--- src/hw/rtl/pdt_pkg.sv ---
// ----------------------------------------------------------------------------
// pdt_pkg
// Shared request codes, decoded operation type and queue word layout for the
// periodic task dispatcher.
// ----------------------------------------------------------------------------
package pdt_pkg;

  // request codes on req_type
  localparam logic [2:0] REQ_TICK     = 3'd0;
  localparam logic [2:0] REQ_ADD      = 3'd1;
  localparam logic [2:0] REQ_REMOVE   = 3'd2;
  localparam logic [2:0] REQ_DISPATCH = 3'd3;
  localparam logic [2:0] REQ_SETTIME  = 3'd4;

  // decoded operation handed from front to back
  typedef enum logic [2:0] {
    OP_TICK,
    OP_ADD,
    OP_REMOVE,
    OP_DISPATCH,
    OP_SETTIME,
    OP_BAD
  } op_t;

  // one queued word
  typedef struct packed {
    op_t         op;
    logic        slot_ok;
    logic [2:0]  slot;
    logic [15:0] period;
    logic [15:0] start;
    logic [31:0] time_val;
  } pdt_item_t;

  // queue to back-end handshake
  typedef struct packed {
    logic      valid;
    pdt_item_t item;
  } pdt_q_t;

endpackage

--- src/hw/rtl/pdt_front.sv ---
// ----------------------------------------------------------------------------
// pdt_front
// Accepts request words, decodes the request code and checks the slot range.
// ----------------------------------------------------------------------------
module pdt_front #(
  parameter int SLOT_COUNT = 8
) (
  input  logic              in_valid,
  output logic              in_stall,
  input  logic [2:0]        req_type,
  input  logic [2:0]        task_slot,
  input  logic [15:0]       task_period,
  input  logic [15:0]       start_countdown,
  input  logic [31:0]       time_value,
  input  logic              q_full,
  output logic              q_push,
  output pdt_pkg::pdt_item_t q_word
);
  import pdt_pkg::*;

  assign in_stall = q_full;
  assign q_push   = in_valid && !q_full;

  // classify the request
  always_comb begin
    q_word.slot     = task_slot;
    q_word.slot_ok  = ({29'd0, task_slot} < 32'(SLOT_COUNT));
    q_word.period   = task_period;
    q_word.start    = start_countdown;
    q_word.time_val = time_value;
    unique case (req_type)
      REQ_TICK:     q_word.op = OP_TICK;
      REQ_ADD:      q_word.op = OP_ADD;
      REQ_REMOVE:   q_word.op = OP_REMOVE;
      REQ_DISPATCH: q_word.op = OP_DISPATCH;
      REQ_SETTIME:  q_word.op = OP_SETTIME;
      default:      q_word.op = OP_BAD;
    endcase
  end

endmodule

--- src/hw/rtl/pdt_queue.sv ---
// ----------------------------------------------------------------------------
// pdt_queue
// Two-entry queue between the decode front and the list engine.
// ----------------------------------------------------------------------------
module pdt_queue (
  input  logic               clk,
  input  logic               rst,
  input  logic               push,
  input  pdt_pkg::pdt_item_t push_word,
  output logic               full,
  input  logic               pop,
  output pdt_pkg::pdt_q_t    head
);
  import pdt_pkg::*;

  pdt_item_t  entry [2];
  logic       wr_ptr;
  logic       rd_ptr;
  logic [1:0] fill;

  assign full       = (fill == 2'd2);
  assign head.valid = (fill != 2'd0);
  assign head.item  = entry[rd_ptr];

  // pointers and fill count
  always_ff @(posedge clk) begin
    if (rst) begin
      wr_ptr <= 1'b0;
      rd_ptr <= 1'b0;
      fill   <= 2'd0;
    end else begin
      if (push) wr_ptr <= ~wr_ptr;
      if (pop)  rd_ptr <= ~rd_ptr;
      fill <= fill + {1'b0, push} - {1'b0, pop};
    end
  end

  // storage
  always_ff @(posedge clk) begin
    if (push) entry[wr_ptr] <= push_word;
  end

endmodule

--- src/hw/rtl/pdt_engine.sv ---
// ----------------------------------------------------------------------------
// pdt_engine
// List engine: walks the task list slot by slot for ticks,
// dispatches and removals, and holds the result word register.
// ----------------------------------------------------------------------------
module pdt_engine #(
  parameter int SLOT_COUNT = 8,
  parameter int COUNT_BITS = 16
) (
  input  logic            clk,
  input  logic            rst,
  input  pdt_pkg::pdt_q_t q_head,
  output logic            q_pop,
  output logic            out_valid,
  input  logic            out_stall,
  output logic            accepted,
  output logic            task_found,
  output logic [2:0]      run_slot,
  output logic [31:0]     time_now
);
  import pdt_pkg::*;

  localparam int SW = $clog2(SLOT_COUNT);
  localparam int NW = $clog2(SLOT_COUNT + 1);
  localparam int CW = COUNT_BITS;

  typedef enum logic [3:0] {
    S_IDLE, S_T_RD, S_T_UP, S_D_RD, S_D_CHK,
    S_U_RD, S_U_NX, S_U_WRD, S_U_WCHK, S_U_FIN, S_RES
  } state_t;

  state_t state;

  // per-slot flags and list pointers
  logic [SLOT_COUNT-1:0] listed;
  logic [SLOT_COUNT-1:0] ready;
  logic [SLOT_COUNT-1:0] has_succ;
  logic [SW-1:0]         head_slot;
  logic [SW-1:0]         tail_slot;
  logic [SW-1:0]         cursor_slot;
  logic                  cursor_end;
  logic [31:0]           tick_count;
  logic [NW-1:0]         list_num;

  // walk registers
  logic [SW-1:0] walk;
  logic [SW-1:0] target;
  logic [SW-1:0] nx;
  logic          has_nx;
  logic [NW-1:0] steps;
  logic          res_acc;
  logic          res_found;
  logic [SW-1:0] res_run;

  // memories
  logic [SW-1:0] nl_mem  [SLOT_COUNT];
  logic [CW-1:0] cd_mem  [SLOT_COUNT];
  logic [CW-1:0] per_mem [SLOT_COUNT];
  logic [SW-1:0] rd_nl;
  logic [CW-1:0] rd_cd;
  logic [CW-1:0] rd_per;
  logic [SW-1:0] mem_addr;
  logic          nl_we, cd_we, per_we;
  logic [SW-1:0] nl_wa, cd_wa;
  logic [SW-1:0] nl_wd;
  logic [CW-1:0] cd_wd;

  // incoming word fields
  pdt_item_t     it;
  logic [SW-1:0] it_slot;
  logic          add_ok;
  logic          empty;
  logic [CW-1:0] cd_dec;
  logic          out_free;

  assign it       = q_head.item;
  assign it_slot  = SW'(it.slot);
  assign empty    = !listed[head_slot];
  assign add_ok   = it.slot_ok && !listed[it_slot];
  assign q_pop    = (state == S_IDLE) && q_head.valid;
  assign cd_dec   = (rd_cd != '0) ? rd_cd - CW'(1) : rd_cd;
  assign out_free = !out_valid || !out_stall;

  // read address and write ports
  always_comb begin
    mem_addr = walk;
    nl_we  = 1'b0;
    nl_wa  = tail_slot;
    nl_wd  = it_slot;
    cd_we  = 1'b0;
    cd_wa  = it_slot;
    cd_wd  = CW'(it.start);
    per_we = 1'b0;
    unique case (state)
      S_IDLE: begin
        if (q_head.valid && it.op == OP_ADD && add_ok) begin
          nl_we  = !empty;
          cd_we  = 1'b1;
          per_we = 1'b1;
        end
      end
      S_U_RD: mem_addr = target;
      S_T_UP: begin
        cd_we = 1'b1;
        cd_wa = walk;
        cd_wd = (cd_dec == '0) ? rd_per : cd_dec;
      end
      S_U_WCHK: begin
        nl_we = (rd_nl == target) && has_nx;
        nl_wa = walk;
        nl_wd = nx;
      end
      default: ;
    endcase
  end

  always_ff @(posedge clk) begin
    if (nl_we)  nl_mem[nl_wa]   <= nl_wd;
    if (cd_we)  cd_mem[cd_wa]   <= cd_wd;
    if (per_we) per_mem[it_slot] <= CW'(it.period);
    rd_nl  <= nl_mem[mem_addr];
    rd_cd  <= cd_mem[mem_addr];
    rd_per <= per_mem[mem_addr];
  end

  // sequencer
  always_ff @(posedge clk) begin
    if (rst) begin
      state       <= S_IDLE;
      listed      <= '0;
      ready       <= '0;
      has_succ    <= '0;
      head_slot   <= '0;
      tail_slot   <= '0;
      cursor_slot <= '0;
      cursor_end  <= 1'b1;
      tick_count  <= '0;
      list_num    <= '0;
      out_valid   <= 1'b0;
    end else begin
      if (out_valid && !out_stall && state != S_RES) out_valid <= 1'b0;
      unique case (state)
        S_IDLE: begin
          if (q_head.valid) begin
            res_found <= 1'b0;
            res_run   <= '0;
            steps     <= '0;
            unique case (it.op)
              OP_TICK: begin
                res_acc    <= 1'b1;
                tick_count <= tick_count + 32'd1;
                walk       <= head_slot;
                state      <= empty ? S_RES : S_T_RD;
              end
              OP_ADD: begin
                res_acc <= add_ok;
                state   <= S_RES;
                // free slots never carry a successor flag
                if (add_ok) begin
                  if (empty) head_slot <= it_slot;
                  else has_succ[tail_slot] <= 1'b1;
                  tail_slot        <= it_slot;
                  listed[it_slot]  <= 1'b1;
                  ready[it_slot]   <= 1'b0;
                  list_num         <= list_num + NW'(1);
                end
              end
              OP_REMOVE: begin
                target <= it_slot;
                if (it.slot_ok && listed[it_slot]) begin
                  res_acc <= 1'b1;
                  state   <= S_U_RD;
                end else begin
                  res_acc <= 1'b0;
                  state   <= S_RES;
                end
              end
              OP_DISPATCH: begin
                res_acc <= 1'b1;
                walk <= (cursor_end || !listed[cursor_slot]) ? head_slot : cursor_slot;
                state <= (list_num != '0 && !empty) ? S_D_RD : S_RES;
              end
              OP_SETTIME: begin
                res_acc    <= 1'b1;
                tick_count <= it.time_val;
                state      <= S_RES;
              end
              default: begin
                res_acc <= 1'b0;
                state   <= S_RES;
              end
            endcase
          end
        end
        // tick walk
        S_T_RD: state <= S_T_UP;
        S_T_UP: begin
          if (cd_dec == '0) ready[walk] <= 1'b1;
          steps <= steps + NW'(1);
          walk  <= rd_nl;
          if (has_succ[walk] && (steps + NW'(1)) < NW'(SLOT_COUNT) && listed[rd_nl])
            state <= S_T_RD;
          else
            state <= S_RES;
        end
        // dispatch walk
        S_D_RD: state <= S_D_CHK;
        S_D_CHK: begin
          if (listed[walk] && ready[walk]) begin
            res_found <= 1'b1;
            res_run   <= walk;
            target    <= walk;
            if (has_succ[walk]) begin
              cursor_slot <= rd_nl;
              cursor_end  <= 1'b0;
            end else begin
              cursor_end <= 1'b1;
            end
            if (rd_per == '0) begin
              state <= S_U_RD;
            end else begin
              ready[walk] <= 1'b0;
              state       <= S_RES;
            end
          end else begin
            steps <= steps + NW'(1);
            walk  <= has_succ[walk] ? rd_nl : head_slot;
            if ((steps + NW'(1)) < list_num) state <= S_D_RD;
            else state <= S_RES;
          end
        end
        // unlink
        S_U_RD: state <= S_U_NX;
        S_U_NX: begin
          has_nx <= has_succ[target];
          nx     <= rd_nl;
          steps  <= '0;
          walk   <= head_slot;
          if (!cursor_end && cursor_slot == target) begin
            if (has_succ[target]) cursor_slot <= rd_nl;
            else cursor_end <= 1'b1;
          end
          if (head_slot == target) begin
            if (has_succ[target]) head_slot <= rd_nl;
            state <= S_U_FIN;
          end else begin
            state <= S_U_WRD;
          end
        end
        S_U_WRD: state <= has_succ[walk] ? S_U_WCHK : S_U_FIN;
        S_U_WCHK: begin
          if (rd_nl == target) begin
            if (!has_nx) begin
              has_succ[walk] <= 1'b0;
              tail_slot      <= walk;
            end
            state <= S_U_FIN;
          end else begin
            walk  <= rd_nl;
            steps <= steps + NW'(1);
            state <= ((steps + NW'(1)) < NW'(SLOT_COUNT)) ? S_U_WRD : S_U_FIN;
          end
        end
        S_U_FIN: begin
          listed[target]   <= 1'b0;
          ready[target]    <= 1'b0;
          has_succ[target] <= 1'b0;
          list_num         <= list_num - NW'(1);
          if (head_slot == target || !listed[head_slot]) cursor_end <= 1'b1;
          state <= S_RES;
        end
        // result word
        S_RES: begin
          if (out_free) begin
            out_valid  <= 1'b1;
            accepted   <= res_acc;
            task_found <= res_found;
            run_slot   <= 3'(res_run);
            time_now   <= tick_count;
            state      <= S_IDLE;
          end
        end
        default: state <= S_IDLE;
      endcase
    end
  end

endmodule

--- src/hw/rtl/periodic_task_dispatcher.sv ---
// ----------------------------------------------------------------------------
// periodic_task_dispatcher
// Cooperative periodic task scheduler over a linked list of task slots.
//
//   channel | direction | handshake          | fields
//   in      | input     | in_valid/in_stall  | req_type task_slot task_period
//           |           |                    | start_countdown time_value
//   out     | output    | out_valid/out_stall| accepted task_found run_slot
//           |           |                    | time_now
//
// Add, set time and refused requests go straight to the result word. A tick
// walks every listed slot, a dispatch walks from the cursor up to the first
// ready slot, plus an unlink walk when a run-once task is unlinked, and a
// remove does an unlink walk; the list walk reads each slot in turn from the
// link, countdown and period memories. Reset is synchronous and empties the
// list; no clearing pass. A two-word queue lets input words land while the
// engine works or the result word is stalled.
// ----------------------------------------------------------------------------
module periodic_task_dispatcher #(
  parameter int SLOT_COUNT = 8,
  parameter int COUNT_BITS = 16
) (
  input  logic        clk,
  input  logic        rst,
  input  logic        in_valid,
  output logic        in_stall,
  input  logic [2:0]  req_type,
  input  logic [2:0]  task_slot,
  input  logic [15:0] task_period,
  input  logic [15:0] start_countdown,
  input  logic [31:0] time_value,
  output logic        out_valid,
  input  logic        out_stall,
  output logic        accepted,
  output logic        task_found,
  output logic [2:0]  run_slot,
  output logic [31:0] time_now
);
  import pdt_pkg::*;

  logic      q_full;
  logic      q_push;
  logic      q_pop;
  pdt_item_t q_word;
  pdt_q_t    q_head;

  pdt_front #(.SLOT_COUNT(SLOT_COUNT)) u_front (
    .in_valid, .in_stall, .req_type, .task_slot, .task_period,
    .start_countdown, .time_value, .q_full, .q_push, .q_word
  );

  pdt_queue u_queue (
    .clk, .rst, .push(q_push), .push_word(q_word), .full(q_full),
    .pop(q_pop), .head(q_head)
  );

  pdt_engine #(.SLOT_COUNT(SLOT_COUNT), .COUNT_BITS(COUNT_BITS)) u_engine (
    .clk, .rst, .q_head, .q_pop, .out_valid, .out_stall, .accepted,
    .task_found, .run_slot, .time_now
  );

endmodule

--- config.mk ---
export PLATFORM = sky130hd
export DESIGN_NAME = periodic_task_dispatcher
export DESIGN_NICKNAME = d
export VERILOG_FILES = /design/src/hw/rtl/pdt_pkg.sv /design/src/hw/rtl/pdt_front.sv /design/src/hw/rtl/pdt_queue.sv /design/src/hw/rtl/pdt_engine.sv /design/src/hw/rtl/periodic_task_dispatcher.sv
export SDC_FILE = /design/constraint.sdc
export NUM_CORES = 1
export LEC_CHECK = 0
export ABC_AREA = 1
export BUFFER_PORTS_ARGS = -buffer_cell sky130_fd_sc_hd__buf_2
export CAP_MARGIN = 25
export CORE_ASPECT_RATIO = 0.9
export CORE_UTILIZATION = 25
export CTS_BUF_LIST = sky130_fd_sc_hd__clkbuf_2 sky130_fd_sc_hd__clkbuf_4 sky130_fd_sc_hd__clkbuf_8
export DETAILED_ROUTE_END_ITERATION = 7
export GPL_TIMING_DRIVEN = 0
export PLACE_DENSITY = 0.37
export SLEW_MARGIN = 10
export SYNTH_ARGS = -nofsm -noshare
export SYNTH_HDL_FRONTEND = slang
export SYNTH_SLANG_ARGS = --single-unit
--- constraint.sdc ---
create_clock -name clk -period 6.3 [get_ports clk]
set_input_delay 1.26 -clock clk [delete_from_list [all_inputs] [get_ports clk]]
set_output_delay 1.26 -clock clk [all_outputs]
set_load 0.03 [all_outputs]
==> flow_results.xml <==
<?xml version="1.0" encoding="UTF-8"?>
<metrics>
  <group name="cts">
    <metric name="cts_max_level" unit="">3</metric>
    <metric name="clk_latency" unit="ps">730</metric>
    <metric name="clock-root-buffer" unit="">sky130_fd_sc_hd__clkbuf_8</metric>
    <metric name="clk_pin_slew_worst_paths" unit="ps">60</metric>
    <metric name="cts.repair_timing.setup_buffer_count" unit="">0</metric>
    <metric name="cts_repair_resize_count" unit="">0</metric>
    <metric name="tritoncts" unit="">done</metric>
    <metric name="cts_sinks" unit="">591</metric>
    <metric name="cts_inserted_buffers" unit="">105</metric>
    <metric name="cts-hold-fix-buffers" unit="">0</metric>
    <metric name="max_root_sink_buffers" unit="">3</metric>
  </group>
  <group name="worst_setup_path">
    <metric name="crit_chain" unit="">nor2_1 &gt; inv_1 &gt; nor2_1 &gt; inv_1 &gt; clkbuf_1 &gt; nand2_1 &gt; o21ai_0 &gt; clkbuf_2 &gt; inv_1 &gt; nor2_2 &gt; buf_6</metric>
    <metric name="cp_max_fo" unit="">10</metric>
    <metric name="arrival" unit="ps">4300</metric>
    <metric name="timing_worst_setup_path_type" unit="">flip-flop to flip-flop</metric>
    <metric name="crit_top_cell" unit="">sky130_fd_sc_hd__inv_1</metric>
    <metric name="critical_path_required" unit="ps">6700</metric>
    <metric name="critical-path-slowest-cell" unit="">sky130_fd_sc_hd__clkbuf_1</metric>
    <metric name="endpoint_kind" unit="">flip-flop</metric>
    <metric name="max_stage_delay" unit="ps">790</metric>
    <metric name="startpoint_type" unit="">flip-flop</metric>
  </group>
  <group name="place">
    <metric name="place_area" unit="µm²">28580</metric>
    <metric name="port_buffers" unit="">111</metric>
    <metric name="dp_hpwl" unit="mm">63.59</metric>
    <metric name="routabilityCongestion" unit="">0.8793</metric>
  </group>
  <group name="detailed_routing">
    <metric name="post_drt_wl_per_cell" unit="µm">20.87</metric>
    <metric name="pre_repair_dr_iteration_count" unit="">5</metric>
    <metric name="drt-vias-per-instance" unit="">4.614</metric>
    <metric name="post-route-drc-count" unit="">0</metric>
    <metric name="drt-initial-drc-count" unit="">1383</metric>
    <metric name="wirelength" unit="mm">88.20</metric>
    <metric name="vias_after_detailed_routing" unit="">19499</metric>
    <metric name="drt_antenna_net_count" unit="">0</metric>
  </group>
  <group name="synthesis">
    <metric name="synth_compound_area_share" unit="%">11.10</metric>
    <metric name="yosys-mux-area-fraction" unit="%">1.525</metric>
    <metric name="synth_xor_area_share" unit="%">1.084</metric>
    <metric name="syn-mean-instance-area" unit="µm²">10.24</metric>
    <metric name="postSynthCellCount" unit="">2524</metric>
    <metric name="synth.cell_area" unit="µm²">25850</metric>
    <metric name="synth-main-ff-cell" unit="">sky130_fd_sc_hd__edfxtp_1</metric>
    <metric name="synth.ff_latch_count" unit="">591</metric>
    <metric name="synth.lib_cells_used.distinct" unit="">53</metric>
    <metric name="synth.yosys.seq_area_share" unit="%">64.20</metric>
    <metric name="synth-edff-count" unit="">476</metric>
    <metric name="syn_nets" unit="">2610</metric>
    <metric name="synthAdderAreaFrac" unit="%">0.6098</metric>
    <metric name="synth_simple_gate_area_share" unit="%">16.75</metric>
    <metric name="async_reset_ff_share" unit="%">0</metric>
    <metric name="ys_warn_count" unit="">0</metric>
    <metric name="synth_top_family_by_area" unit="">simple AND/OR/NAND/NOR gates</metric>
  </group>
  <group name="timing">
    <metric name="final_setup_violation_count" unit="">0</metric>
    <metric name="achievable-frequency" unit="MHz">256.4</metric>
    <metric name="final_period_minus_worst_setup_slack" unit="ps">3900</metric>
    <metric name="worstMarginPinSlew" unit="ps">1070</metric>
    <metric name="slew_limit_fails" unit="">0</metric>
    <metric name="whs" unit="ps">456.0</metric>
    <metric name="final.setup_skew" unit="ps">39.21</metric>
    <metric name="rsz_0062_raised_after_global_routing" unit="">no</metric>
    <metric name="max_transition_margin" unit="%">28.22</metric>
    <metric name="report.final.hold_viol_count" unit="">0</metric>
    <metric name="timing.final.crit_share" unit="%">61.90</metric>
  </group>
  <group name="floorplan">
    <metric name="initial_utilization" unit="%">25.29</metric>
    <metric name="pin_count" unit="">113</metric>
    <metric name="die_w" unit="µm">341.0</metric>
    <metric name="die-height" unit="µm">307.1</metric>
    <metric name="row_count" unit="">111</metric>
    <metric name="dieArea" unit="µm²">104700</metric>
    <metric name="core_area" unit="µm²">102200</metric>
  </group>
  <group name="global_routing">
    <metric name="grt_pass1_wl" unit="mm">129.4</metric>
    <metric name="grt_antenna_before_repair" unit="">8</metric>
    <metric name="first_global_vias" unit="">19678</metric>
    <metric name="largest_net_degree_at_the_start_of_global_routing" unit="">27</metric>
    <metric name="grt.total_usage" unit="%">16.67</metric>
    <metric name="overflow" unit="">0</metric>
  </group>
  <group name="finish">
    <metric name="area_of_all_placed_cells_without_fillers" unit="µm²">30830</metric>
    <metric name="flow.area_growth_from_synthesis" unit="%">19.27</metric>
    <metric name="mostFrequentLayoutCell" unit="">sky130_fd_sc_hd__nand2_1</metric>
    <metric name="commonest_cells_after_routing_fill_and_taps_aside" unit="">sky130_fd_sc_hd__nand2_1 (572), sky130_fd_sc_hd__edfxtp_1 (476), sky130_fd_sc_hd__nor2_1 (272), sky130_fd_sc_hd__o21ai_0 (243), sky130_fd_sc_hd__inv_1 (155)</metric>
    <metric name="layout.filler_cells" unit="">10703</metric>
    <metric name="num-nets-final" unit="">2861</metric>
    <metric name="post_route_cells_drive_above_1_share" unit="%">16.71</metric>
  </group>
  <group name="power_and_ir_drop">
    <metric name="total_power" unit="µW">14170</metric>
    <metric name="cellLeakagePower" unit="µW">0.01125</metric>
    <metric name="power_density" unit="nW/µm²">459.5</metric>
    <metric name="ir_worst_vdd" unit="µV">149.2</metric>
  </group>
  <group name="min_path">
    <metric name="min-delay-path-class" unit="">flip-flop to flip-flop</metric>
  </group>
  <group name="run">
    <metric name="cap_viol_max_count" unit="">0</metric>
  </group>
  <group name="status">
    <metric name="status" unit="">complete, no violations</metric>
  </group>
</metrics>
worst max-delay path, delay by kind of cell, from the launching register on:
kind,cells,cell delay [ps]
and+or+nand+nor,4,1010
AOI/OAI and AO/OA,1,280
buffers and inverters,6,1790
DFF,1,480
cell usage after synthesis (2+ instances only):
cell                       instances  area [µm²]
sky130_fd_sc_hd__nor2_2            5       31.28
sky130_fd_sc_hd__nand2_1         572        2147
sky130_fd_sc_hd__clkbuf_1         57       214.0
sky130_fd_sc_hd__xnor2_1          13       113.9
sky130_fd_sc_hd__inv_1           155       581.8
sky130_fd_sc_hd__edfxtp_1        476       14290
sky130_fd_sc_hd__a31oi_1          25       156.4
sky130_fd_sc_hd__a221oi_1          6       52.55
sky130_fd_sc_hd__o22ai_1          78       488.0
sky130_fd_sc_hd__ha_1             11       137.6
sky130_fd_sc_hd__dfxtp_1         115        2302
sky130_fd_sc_hd__a32oi_1           3       26.28
sky130_fd_sc_hd__o21ai_0         243        1216
sky130_fd_sc_hd__o211ai_1         24       180.2
sky130_fd_sc_hd__buf_1             8       30.03
sky130_fd_sc_hd__nand3_2           2       20.02
sky130_fd_sc_hd__xor2_1           19       166.4
sky130_fd_sc_hd__a21oi_1          89       445.4
sky130_fd_sc_hd__o31ai_1           2       15.01
sky130_fd_sc_hd__buf_2            34       170.2
sky130_fd_sc_hd__nor2_4            3       33.78
sky130_fd_sc_hd__o21bai_1          3       22.52
sky130_fd_sc_hd__nand4_1          16       100.1
sky130_fd_sc_hd__nand3_1          94       470.5
sky130_fd_sc_hd__nand3b_1          7       52.55
sky130_fd_sc_hd__buf_4             6       45.04
sky130_fd_sc_hd__o21ai_2           2       17.52
sky130_fd_sc_hd__nor3_1           32       160.2
sky130_fd_sc_hd__nor2_1          282        1059
sky130_fd_sc_hd__buf_6            10       112.6
sky130_fd_sc_hd__nand2_2           4       25.02
sky130_fd_sc_hd__mux2_2           35       394.1
sky130_fd_sc_hd__inv_2            12       45.04
sky130_fd_sc_hd__or2_2            16       100.1
sky130_fd_sc_hd__nor4_1            6       37.54
sky130_fd_sc_hd__o21ai_1          37       185.2
sky130_fd_sc_hd__clkinv_1          4       15.01
sky130_fd_sc_hd__nor3b_1           3       22.52
final timing paths:
check | from | end | slack [ps] | cells past startpoint
setup / recovery | u_engine.state[2] | u_engine.cd_mem[5][7] | 2400 | 11
hold / removal | u_engine.res_run[1] | u_engine.run_slot[1] | 460 | 0
setup reg to reg | u_engine.state[2] | u_engine.cd_mem[5][7] | 2400 | 11
hold reg to reg | u_engine.res_run[1] | u_engine.run_slot[1] | 460 | 0
layer usage:
layer	routed length, µm	vias to the layer above	track usage (%)
li1	-	9330	-
met1	40810	9510	22.74
met2	40590	510	26.89
met3	4593	147	2.980
met4	2196	2	4.922
met5	11	-	0
power breakdown:
part	leakage, µW	internal [µW]	total (µW)	switching (µW)
Sequential	0.00530	5100	5420	321
Clock	0.00119	2110	3790	1680
Combinational	0.00476	1360	4960	3590
Total	0.0112	8570	14200	5590
cell families after synthesis:
| logic type | Yosys count |
|---|---|
| DFF | 591 |
| and+or+nand+nor | 1048 |
| xor gates and xnor gates | 32 |
| adders and majority gates | 12 |
| buffers and inverters | 288 |
| muxes | 35 |
| AOI/OAI and AO/OA | 518 |
layout make-up:
cell class              count  area (µm²)  area share [%]
flip-flops and latches    591       16600           53.82
multi-input cells        1645        8125           26.35
clock buffers             159        1944           6.306
well taps                1356        1697           5.503
repair buffers            144       950.9           3.084
inverters                 172       648.1           2.102
plain buffers             116       576.8           1.871
clock inverters            40       287.8          0.9333
diodes                      3       7.507         0.02435
stage by stage:
stage          worst slack (ps)  util [%]  setup TNS (ps)  std cells
2_1_floorplan              1453         -               0       2524
6_report                   2400     30.16               0       4226
5_1_grt                    2213     30.16               0       4224
3_3_place_gp              -1679     27.49         -253350       3991
3_5_place_dp               2250     27.96               0       4022
4_1_cts                    2202     30.14               0       4221
state kept, by name (all words and copies together), names as in the netlist, 16 cells and up, named ones only:
register / cells
u_engine.cd_mem: 128
u_engine.nl_mem: 24
u_engine.time_now: 32
u_engine.tick_count: 32
u_engine.rd_per: 16
u_engine.per_mem: 128
u_queue.entry: 140
u_engine.rd_cd: 16
(Power assumes the default switching activity.)
